**src/rtl/sfq_pkg.sv**
```systemverilog
package sfq_pkg;

  localparam int DEPTH_DEFAULT     = 16;
  localparam int WORD_BITS_DEFAULT = 32;
  localparam int FIELD_BITS        = 32;

  typedef struct packed {
    logic                  restart;
    logic                  push_first;
    logic [FIELD_BITS-1:0] first_word;
    logic                  push_second;
    logic [FIELD_BITS-1:0] second_word;
    logic                  pop_req;
  } cmd_item_t;

  typedef struct packed {
    logic [FIELD_BITS-1:0] head_word;
    logic                  is_full;
    logic                  is_empty;
  } rsp_item_t;

  typedef enum logic [1:0] {
    ST_IDLE,
    ST_LOOK,
    ST_STORE2
  } ctrl_state_t;

  typedef struct packed {
    logic capture;
    logic finish;
    logic store2;
  } ctrl_cmd_t;

  typedef struct packed {
    logic take2;
  } dp_status_t;

endpackage

```
**src/rtl/sfq_if.sv**
```systemverilog
interface sfq_cmd_if;
  import sfq_pkg::*;

  logic      valid;
  logic      ready;
  cmd_item_t payload;

  modport source (output valid, output payload, input ready);
  modport sink (input valid, input payload, output ready);
endinterface

interface sfq_rsp_if;
  import sfq_pkg::*;

  logic      valid;
  logic      ready;
  rsp_item_t payload;

  modport source (output valid, output payload, input ready);
  modport sink (input valid, input payload, output ready);
endinterface

```
**src/rtl/sfq_ctrl.sv**
```systemverilog
module sfq_ctrl (
  input  logic                   clk,
  input  logic                   rst,
  input  logic                   in_valid,
  output logic                   in_ready,
  output logic                   out_valid,
  input  logic                   out_ready,
  input  sfq_pkg::dp_status_t    status,
  output sfq_pkg::ctrl_cmd_t     ctl
);
  import sfq_pkg::*;

  ctrl_state_t state;
  ctrl_state_t state_next;
  logic        out_valid_next;
  logic        out_free;

  assign out_free = !out_valid || out_ready;

  always_ff @(posedge clk) begin
    if (rst) begin
      state     <= ST_IDLE;
      out_valid <= 1'b0;
    end else begin
      state     <= state_next;
      out_valid <= out_valid_next;
    end
  end

  always_comb begin
    state_next = state;
    unique case (state)
      ST_IDLE: begin
        if (in_valid) state_next = ST_LOOK;
      end
      ST_LOOK: begin
        if (out_free) state_next = status.take2 ? ST_STORE2 : ST_IDLE;
      end
      ST_STORE2: begin
        state_next = ST_IDLE;
      end
      default: begin
        state_next = ST_IDLE;
      end
    endcase
  end

  always_comb begin
    in_ready    = 1'b0;
    ctl.capture = 1'b0;
    ctl.finish  = 1'b0;
    ctl.store2  = 1'b0;
    unique case (state)
      ST_IDLE: begin
        in_ready    = 1'b1;
        ctl.capture = in_valid;
      end
      ST_LOOK: begin
        ctl.finish = out_free;
      end
      ST_STORE2: begin
        ctl.store2 = 1'b1;
      end
      default: begin
        in_ready = 1'b0;
      end
    endcase
    out_valid_next = ctl.finish ? 1'b1 : (out_ready ? 1'b0 : out_valid);
  end

endmodule

```
**src/rtl/sfq_datapath.sv**
```systemverilog
module sfq_datapath #(
  parameter int DEPTH     = sfq_pkg::DEPTH_DEFAULT,
  parameter int WORD_BITS = sfq_pkg::WORD_BITS_DEFAULT
) (
  input  logic                 clk,
  input  logic                 rst,
  input  sfq_pkg::cmd_item_t   item_in,
  input  sfq_pkg::ctrl_cmd_t   ctl,
  output sfq_pkg::dp_status_t  status,
  output sfq_pkg::rsp_item_t   rsp_item
);
  import sfq_pkg::*;

  localparam int PTR_BITS = $clog2(DEPTH);
  localparam int CNT_BITS = $clog2(DEPTH + 1);
  localparam logic [CNT_BITS-1:0] FULL_COUNT = CNT_BITS'(DEPTH);
  localparam logic [PTR_BITS-1:0] LAST_SLOT  = PTR_BITS'(DEPTH - 1);

  function automatic logic [PTR_BITS-1:0] next_slot(input logic [PTR_BITS-1:0] p);
    return (p == LAST_SLOT) ? '0 : p + 1'b1;
  endfunction

  logic [WORD_BITS-1:0] mem [DEPTH];
  logic [WORD_BITS-1:0] rd_data;
  cmd_item_t            item;
  logic [PTR_BITS-1:0]  read_ptr;
  logic [PTR_BITS-1:0]  write_ptr;
  logic [CNT_BITS-1:0]  fill;
  logic [CNT_BITS-1:0]  wcount;

  logic                 empty;
  logic                 full;
  logic                 byp1;
  logic                 byp2;
  logic                 take1;
  logic                 do_pop;
  logic                 slot_written;
  logic [WORD_BITS-1:0] w1;
  logic [WORD_BITS-1:0] w2;
  logic [WORD_BITS-1:0] stored_head;
  logic [WORD_BITS-1:0] head;
  logic [CNT_BITS-1:0]  fill_after1;
  logic [CNT_BITS-1:0]  wcount_inc;
  logic                 wr_en;
  logic [WORD_BITS-1:0] wr_data;

  always_comb begin
    w1           = WORD_BITS'(item.first_word);
    w2           = WORD_BITS'(item.second_word);
    empty        = (fill == '0);
    full         = (fill == FULL_COUNT);
    byp1         = item.push_first && item.pop_req && empty;
    byp2         = !item.push_first && item.push_second && item.pop_req && empty;
    slot_written = CNT_BITS'(read_ptr) < wcount;
    stored_head  = slot_written ? rd_data : WORD_BITS'(read_ptr);
    if (item.restart) head = '0;
    else if (byp1) head = w1;
    else if (byp2) head = w2;
    else if (empty) head = '0;
    else head = stored_head;
    take1        = !item.restart && item.push_first && !byp1 && !full;
    fill_after1  = fill + CNT_BITS'(take1);
    status.take2 = !item.restart && item.push_second && !byp2 && (fill_after1 != FULL_COUNT);
    do_pop       = !item.restart && item.pop_req && !empty;
    wcount_inc   = (wcount == FULL_COUNT) ? wcount : wcount + 1'b1;
    wr_en        = (ctl.finish && take1) || ctl.store2;
    wr_data      = ctl.store2 ? w2 : w1;
  end

  always_ff @(posedge clk) begin
    if (wr_en) mem[write_ptr] <= wr_data;
    if (ctl.capture) rd_data <= mem[read_ptr];
  end

  always_ff @(posedge clk) begin
    if (ctl.capture) item <= item_in;
    if (ctl.finish) begin
      rsp_item.head_word <= FIELD_BITS'(head);
      rsp_item.is_full   <= full;
      rsp_item.is_empty  <= empty;
    end
  end

  always_ff @(posedge clk) begin
    if (rst) begin
      read_ptr  <= '0;
      write_ptr <= '0;
      fill      <= FULL_COUNT;
      wcount    <= '0;
    end else if (ctl.finish) begin
      if (item.restart) begin
        read_ptr  <= '0;
        write_ptr <= '0;
        fill      <= FULL_COUNT;
        wcount    <= '0;
      end else begin
        if (take1) begin
          write_ptr <= next_slot(write_ptr);
          wcount    <= wcount_inc;
        end
        if (do_pop) read_ptr <= next_slot(read_ptr);
        fill <= fill_after1 - CNT_BITS'(do_pop);
      end
    end else if (ctl.store2) begin
      write_ptr <= next_slot(write_ptr);
      wcount    <= wcount_inc;
      fill      <= fill + 1'b1;
    end
  end

`ifndef SYNTHESIS
  a_fill_bound: assert property (@(posedge clk) disable iff (rst)
    fill <= FULL_COUNT)
    else $error("fill count above depth");

  a_wcount_bound: assert property (@(posedge clk) disable iff (rst)
    wcount <= FULL_COUNT)
    else $error("written-slot count above depth");

  a_store2_room: assert property (@(posedge clk) disable iff (rst)
    ctl.store2 |-> (fill != FULL_COUNT))
    else $error("second push stored into a full queue");

  a_store2_follows: assert property (@(posedge clk) disable iff (rst)
    ctl.store2 |-> $past(ctl.finish))
    else $error("second push store without a finished item");
`endif

endmodule

```
**src/rtl/slot_free_queue_dual_push.sv**
```systemverilog
// a result is registered from the captured item once the output is free
// a new item is taken only in the idle state, after the last one is finished
//   and any second push stored, as the entry memory has a single write port
// reset: synchronous; queue comes up full holding slot numbers 0 to DEPTH-1,
//   untouched entries read as their slot number through a written-slot count
module slot_free_queue_dual_push #(
  parameter int DEPTH     = sfq_pkg::DEPTH_DEFAULT,
  parameter int WORD_BITS = sfq_pkg::WORD_BITS_DEFAULT
) (
  input logic       clk,
  input logic       rst,
  sfq_cmd_if.sink   cmd,
  sfq_rsp_if.source rsp
);
  import sfq_pkg::*;

  ctrl_cmd_t  ctl;
  dp_status_t status;
  rsp_item_t  rsp_item;

  sfq_ctrl u_ctrl (
    .clk       (clk),
    .rst       (rst),
    .in_valid  (cmd.valid),
    .in_ready  (cmd.ready),
    .out_valid (rsp.valid),
    .out_ready (rsp.ready),
    .status    (status),
    .ctl       (ctl)
  );

  sfq_datapath #(
    .DEPTH     (DEPTH),
    .WORD_BITS (WORD_BITS)
  ) u_datapath (
    .clk      (clk),
    .rst      (rst),
    .item_in  (cmd.payload),
    .ctl      (ctl),
    .status   (status),
    .rsp_item (rsp_item)
  );

  assign rsp.payload = rsp_item;

endmodule

```
**src/flat_wrapper.sv**
```systemverilog
// flat-port wrapper written by rule: the top's interface ports become plain ports
module slot_free_queue_dual_push_flat import sfq_pkg::*;
#(
  parameter int DEPTH     = sfq_pkg::DEPTH_DEFAULT,
  parameter int WORD_BITS = sfq_pkg::WORD_BITS_DEFAULT
)
  (clk, rst, cmd_valid, cmd_payload, cmd_ready, rsp_valid, rsp_payload, rsp_ready);
  sfq_cmd_if cmd_i ();
  sfq_rsp_if rsp_i ();
  input logic clk;
  input logic rst;
  input wire logic [$bits(cmd_i.valid)-1:0] cmd_valid;
  input wire logic [$bits(cmd_i.payload)-1:0] cmd_payload;
  output wire logic [$bits(cmd_i.ready)-1:0] cmd_ready;
  output wire logic [$bits(rsp_i.valid)-1:0] rsp_valid;
  output wire logic [$bits(rsp_i.payload)-1:0] rsp_payload;
  input wire logic [$bits(rsp_i.ready)-1:0] rsp_ready;
  assign cmd_i.valid = cmd_valid;
  assign cmd_i.payload = cmd_payload;
  assign cmd_ready = cmd_i.ready;
  assign rsp_valid = rsp_i.valid;
  assign rsp_payload = rsp_i.payload;
  assign rsp_i.ready = rsp_ready;
  slot_free_queue_dual_push #(.DEPTH(DEPTH), .WORD_BITS(WORD_BITS)) u_core (.clk(clk), .rst(rst), .cmd(cmd_i), .rsp(rsp_i));
endmodule
```
**config.mk**
```make
export PLATFORM = sky130hd
export DESIGN_NAME = slot_free_queue_dual_push_flat
export DESIGN_NICKNAME = d
export VERILOG_FILES = /design/src/rtl/sfq_pkg.sv /design/src/rtl/sfq_if.sv /design/src/rtl/sfq_ctrl.sv /design/src/rtl/sfq_datapath.sv /design/src/rtl/slot_free_queue_dual_push.sv /design/src/flat_wrapper.sv
export SDC_FILE = /design/constraint.sdc
export NUM_CORES = 1
export LEC_CHECK = 0
export CAP_MARGIN = 20
export CORE_UTILIZATION = 58
export DETAILED_ROUTE_END_ITERATION = 10
export DONT_BUFFER_PORTS = 1
export GPL_TIMING_DRIVEN = 0
export PLACE_DENSITY_LB_ADDON = 0.05
export SYNTH_ARGS = -nofsm -noshare
export SYNTH_HDL_FRONTEND = slang
export SYNTH_SLANG_ARGS = --single-unit
```
**constraint.sdc**
```tcl
create_clock -name clk -period 5.1 [get_ports clk]
set_input_delay 0.255 -clock clk [delete_from_list [all_inputs] [get_ports clk]]
set_output_delay 0.255 -clock clk [all_outputs]
set_load 0.005 [all_outputs]
```
# Yosys cells after proc, flatten, opt, wreduce, memory -nomap -nowiden

Memories as Yosys holds them, arrays and structs flattened. A register that Yosys moved wholly into a read port is not among the register bits.
Cells that the tools add are included.

Memories kept: 1
Input port bits: 72
Register bits: 123
RAM bits: 512
Output and inout port bits: 36

Memory list:

| name                  | depth | width | rd ports | clocked after memory_dff | write ports | RTL line           | text |
|---|---|---|---|---|---|---|---|
| u_core.u_datapath.mem | 16    | 32    | 1        | 1                        | 1           | sfq_datapath.sv:23 | `logic [WORD_BITS-1:0] mem [DEPTH];` |

Reduce and logical (&&, ||, !) cells: 31
$add $sub $neg: 6
$lt $le $gt $ge: 1
Muxes and demuxes: 33
Equality and inequality tests: 10

Operators with widths:

| operator                                                              | number |
|---|---|
| 32-bit two-way mux                                                    | 5 |
| 5-bit two-way mux                                                     | 8 |
| 4-bit two-way mux                                                     | 8 |
| 1-bit logical AND                                                     | 14 |
| 5-bit by 1-bit adder with 5-bit output, second input constant         | 2 |
| 5-bit equality test, second input constant                            | 2 |
| 4-bit by 1-bit adder with 4-bit output, second input constant         | 2 |
| 4-bit equality test, second input constant                            | 2 |
| 1-bit two-way mux                                                     | 8 |
| 1-bit zero test                                                       | 7 |
| 2-bit two-way mux                                                     | 3 |
| 2-bit AND reduction                                                   | 3 |
| 2-bit nonzero test                                                    | 3 |
| 5-bit by 1-bit adder with 5-bit output                                | 1 |
| 5-bit zero test                                                       | 1 |
| 4-bit by 5-bit < comparator with 1-bit output                         | 1 |
| 5-bit != test, second input constant                                  | 1 |
| 5-bit by 1-bit subtractor with 5-bit output                           | 1 |
| 2-bit != test, second input constant                                  | 2 |
| 2-bit one-hot mux with 2 select lines                                 | 1 |
| 3-bit by 1-bit != test with 1-bit output, second input constant       | 1 |
| 2-bit by 1-bit equality test with 1-bit output, second input constant | 1 |
| 2-bit equality test, second input constant                            | 1 |
| 2-bit zero test                                                       | 1 |
| 1-bit logical OR                                                      | 2 |

# Depth between registers and ports, before layout

Depth in word-level cells: 11
Mapped depth: 14
Mapped depth without buffers: 14

# Modules after synthesis

Synthesis repeated with hierarchy kept, for this count alone.

Cell total of the unflattened synthesis: 1474
Area, all modules: 26475.4 µm²

Modules (own cells, without submodules):

| module       | area each (µm²) | cells an instance | instances |
|---|---|---|---|
| sfq_datapath | 26312.7         | 1458              | 1 |
| sfq_ctrl     | 162.7           | 16                | 1 |

# Worst setup path after synthesis

No wires, ideal clock.

Path type: register -> register
Start point: reg u_core.u_datapath.fill[1]
End point: mem u_core.u_datapath.mem[3][0] (netlist bit), enable pin
Library setup time: 461 ps
Buffers on the path: 0
Stages on the path, launching flop included: 8
Arrival time: 3757 ps
Setup slack: 882 ps
Cell sequence: dfxtp_1 -> inv_1 -> ha_1 -> or4b_4 -> o2111ai_2 -> o21ai_1 -> nand2_1 -> nor3_1

Cells in the longest elaborated chain, start to end: 9
Elaborated cells on any way between the ends: 11

RTL lines:

| what                                      | RTL line            | text |
|---|---|---|
| start: declaration                        | sfq_datapath.sv:28  | `logic [CNT_BITS-1:0] fill;` |
| start signal: assignment                  | sfq_datapath.sv:102 | `fill <= fill_after1 - CNT_BITS'(do_pop);` |
| start signal: assignment                  | sfq_datapath.sv:107 | `fill <= fill + 1'b1;` |
| 5-bit zero test                           | sfq_datapath.sv:50  | `empty = (fill == '0);` |
| 1-bit logical AND                         | sfq_datapath.sv:52  | `byp1 = item.push_first && item.pop_req && empty;` |
| 1-bit zero test                           | sfq_datapath.sv:61  | `take1 = !item.restart && item.push_first && !byp1 && !full;` |
| 1-bit logical AND                         | sfq_datapath.sv:61  |  |
| 1-bit logical AND *                       | sfq_datapath.sv:61  |  |
| 1-bit logical AND *                       | sfq_datapath.sv:66  | `wr_en = (ctl.finish && take1) \|\| ctl.store2;` |
| 1-bit logical OR *                        | sfq_datapath.sv:66  |  |
| 1-bit two-way mux *                       | sfq_datapath.sv:71  | `if (wr_en) mem[write_ptr] <= wr_data;` |
| 1-bit two-way mux (implied by the code) * | sfq_datapath.sv:71  |  |
| end: declaration                          | sfq_datapath.sv:23  |  |

Mark *: on every way between the ends. The rest lies on a longest branch, timed or not.

# Worst setup path in the final report

Start point: reg u_core.u_datapath.fill[1]
End point: mem u_core.u_datapath.mem[3][18] (netlist bit), enable pin

Same word-level chain as after synthesis.

==> results.cfg <==
[run_status]
status = finished clean

[worst_setup_path]
reg2reg_to = u_core.u_datapath.mem[3][18]
r2r_slack_ns = 1.48
crit_end = u_core.u_datapath.mem[3][18]
required_ns = 5.41
critPathLaunch = u_core.u_datapath.fill[1]
end_kind = flop
crit_fanout = 10
crit_type = flop to flop
r2r-start = u_core.u_datapath.fill[1]
r2r_cells = 9
start_kind = flop
crit_arrival_ns = 3.92

[cts]
h-tree-depth = 3
insertion_delay_ns = 0.60
cts_tree = yes
cts_buffer_depth = 3
path_clk_slew_ns = 0.07
cts-root-buf = clkbuf_16
cts_sinks = 667
post_cts_resized = 0
cts-buffers-inserted = 68

[floorplanning]
core_area_um2 = 44100
ios = 108
fp.dieW_um = 214
initial_core_util_pct = 58.8
die_area_um2 = 45600
die_y_um = 214
rows = 77

[grt]
grt_pass1_vias = 13400
grt_max_degree = 55
grt_usage_pct = 28.1
grt_pass1_wl_um = 89300
antenna_found_initial = 0
overflow = 0

[timing]
fin_worst_skew_ns = 0.0291
setup_viol = 0
rsz0062_at_grt = no
period_minus_slack_ns = 3.62
worstMarginPinSlew_ns = 1.11
hold-worst-slack_ns = 0.0221
maxSlewHeadroom_pct = 25.9
period_share_pct = 70.9
slew_violations = 0
tns_ns = 0
finalHoldViolCount = 0
max_freq_ghz = 0.277

[final_layout]
final_area_um2 = 30100
syn2layout_area_growth_pct = 15.9
fill_cells = 2899
fin_nets = 1555
post-route-util_pct = 68.1
diodes = 0
drive_gt1_share_pct = 21.7

[yosys]
synth_top_cell_by_area = edfxtp_1
synth_nets = 1383
avgSynthCellArea_um2 = 20.0
synth-seq-cells = 667
synth_cell_types = 54
synth_area_um2 = 25900
synth-edff-count = 646
synth_area_leaders = edfxtp_1 (75%), mux4_2 (14%), nand2_1 (1.8%), dfxtp_1 (1.6%), a221oi_1 (0.95%)
ys_seq_area_share_pct = 76.4
synthFlopType = edfxtp_1
synth_top_area_share_pct = 74.8
ys_async_sr_fraction_pct = 0
netlist_instances = 1295
yosys_warnings = 0

[drt]
via_per_inst = 6.36
drcViolationCount = 0
ant_nets = 0
via_count = 13400
wire_per_inst_um = 29.3
first_pass_iters = 6
wirelength_um = 61700
drt_iter0_markers = 1711

[pwr]
power-per-cell-area_nw_per_um2 = 370
ir_drop_v = 0.000232
p_total_mw = 11.1
power_leakage_nw = 9.47

[placed_design]
io_buffers = 0
hpwlAfterDp_um = 37900
place_congestion = 0.798
place_area_um2 = 27300

[run]
timing.max_cap.violations = 0

[worst_hold_path]
hold_class = primary input to flop
## flip-flops by register name (all words and copies together) (netlist names)
signal / cells
u_core.u_datapath.wcount: 5
u_core.u_datapath.rd_data: 32
u_core.u_ctrl.out_valid: 1
u_core.u_datapath.item: 4
u_core.u_ctrl.state: 2
u_core.u_datapath.w1: 32
u_core.u_datapath.read_ptr: 4
u_core.u_datapath.fill: 5
u_core.u_datapath.write_ptr: 4
u_core.u_datapath.mem: 512
u_core.u_datapath.rsp_item: 34
u_core.u_datapath.w2: 32
## per-stage QoR
stage / worst slack [ns] / cells
after floorplan: 0.882 / 1295
after global placement: -2.29 / 1887
after detailed placement: 1.65 / 1917
after CTS: 1.60 / 2105
after global routing: 1.39 / 2106
final: 1.48 / 2106
## synthesized netlist by cell type, drive strengths merged, types with 9 or more instances
| library cell | n |
|---|---|
| nor3 | 37 |
| ha | 16 |
| nor2 | 58 |
| edfxtp | 646 |
| buf | 34 |
| mux4 | 160 |
| o21ai | 16 |
| dfxtp | 21 |
| clkbuf | 36 |
| nand2b | 9 |
| nand3 | 13 |
| a221oi | 28 |
| inv | 19 |
| nand2 | 128 |
| a21oi | 19 |
## cell families (layout without fill, tap and decap cells)
kind of cell / after synthesis / in the layout / share of synthesized area, %
buffers and inverters: 89 / 308 / 1.58
AO/OA/AOI/OAI: 92 / 92 / 2.67
XOR/XNOR: 7 / 7 / 0.236
AND/OR/NAND/NOR: 263 / 263 / 4.44
flip-flops: 667 / 667 / 76.4
adder cells (fa/ha/maj): 16 / 16 / 0.772
multiplexers: 161 / 161 / 13.9
## how the worst min path moves through the flow
| stage | slack, ns | cells after the start | start | to |
|---|---|---|---|---|
| 2_1_floorplan | 0.35 | 0 | cmd_payload[0] | u_core.u_datapath.item[0] |
| 3_3_place_gp | 0.35 | 0 | cmd_payload[46] | u_core.u_datapath.w1[12] |
| 3_5_place_dp | 0.35 | 0 | cmd_payload[50] | u_core.u_datapath.w1[16] |
| 4_1_cts | 0.01 | 2 | cmd_valid | u_core.u_ctrl.state[1] |
| 5_1_grt | 0.03 | 2 | cmd_valid | u_core.u_ctrl.state[1] |
| 6_report | 0.02 | 2 | cmd_valid | u_core.u_ctrl.state[1] |
## area by class of cell
cell class	count	area [um2]	share of cell area, %
timing repair buffer	102	1230	4.11
buffer	70	338	1.12
clock inverter	23	153	0.508
tap	592	741	2.46
inverter	19	71.3	0.237
multi-input combinational	539	5830	19.4
sequential	667	19800	65.9
clock buffer	94	1870	6.23
## per-layer routing
| metal | vias to the layer above | track usage [%] | routed length [um] | part of all wire [%] |
|---|---|---|---|---|
| met5 | - | 0 | 0 | 0 |
| met3 | 94 | 5.30 | 4630 | 7.5 |
| met4 | 0 | 8.77 | 1370 | 2.2 |
| met2 | 612 | 45.7 | 30800 | 50 |
| li1 | 5633 | - | - | - |
| met1 | 7064 | 39.2 | 24900 | 40 |
## worst max-delay path, stage by stage, from the launching register on
cell and delay, ns:
dfxtp_1 0.48, inv_1 0.10, ha_1 0.19, or4bb_1 0.23
o2111ai_2 0.17, o21ai_1 0.56, nand2_1 0.37, nor3_2 0.78
buf_6 0.27, buf_6 0.15
## report_power, final
group          total, mW  switching (mW)  internal (mW)
Clock               4.62            1.97           2.66
Combinational      0.372           0.236          0.136
Sequential          6.14          0.0384           6.10
## layout by cell type (no fill, tap or decap), types with 3 or more instances in the layout
master and instances:
edfxtp_1 646, mux4_2 160, nand2_1 127, clkbuf_16 71, dlygate4sd3_1 71, clkbuf_1 58, nor2_1 46, nor3_1 32
a221oi_1 28, dfxtp_1 21, a21oi_1 17, inv_1 16, ha_1 16, clkinv_1 15, nand3_1 13, o21ai_0 13
buf_6 12, buf_2 12, buf_4 12, nor2_4 12, buf_1 9, buf_12 9, nand2b_1 8, buf_8 6
nor3_2 5, buf_16 5, a31oi_1 4, xnor2_1 4, nand4_1 4, a311oi_1 4, clkinv_2 4, o211ai_1 3
xor2_1 3, and3_1 3, a41oi_1 3, a311oi_2 3, inv_2 3, nor2b_1 3
## what timing repair did
item                      in CTS  in global routing
hold endpoints to repair      70                  0
buffers inserted               0                  0
hold buffers                  71                  0
(Power assumes the default switching activity.)
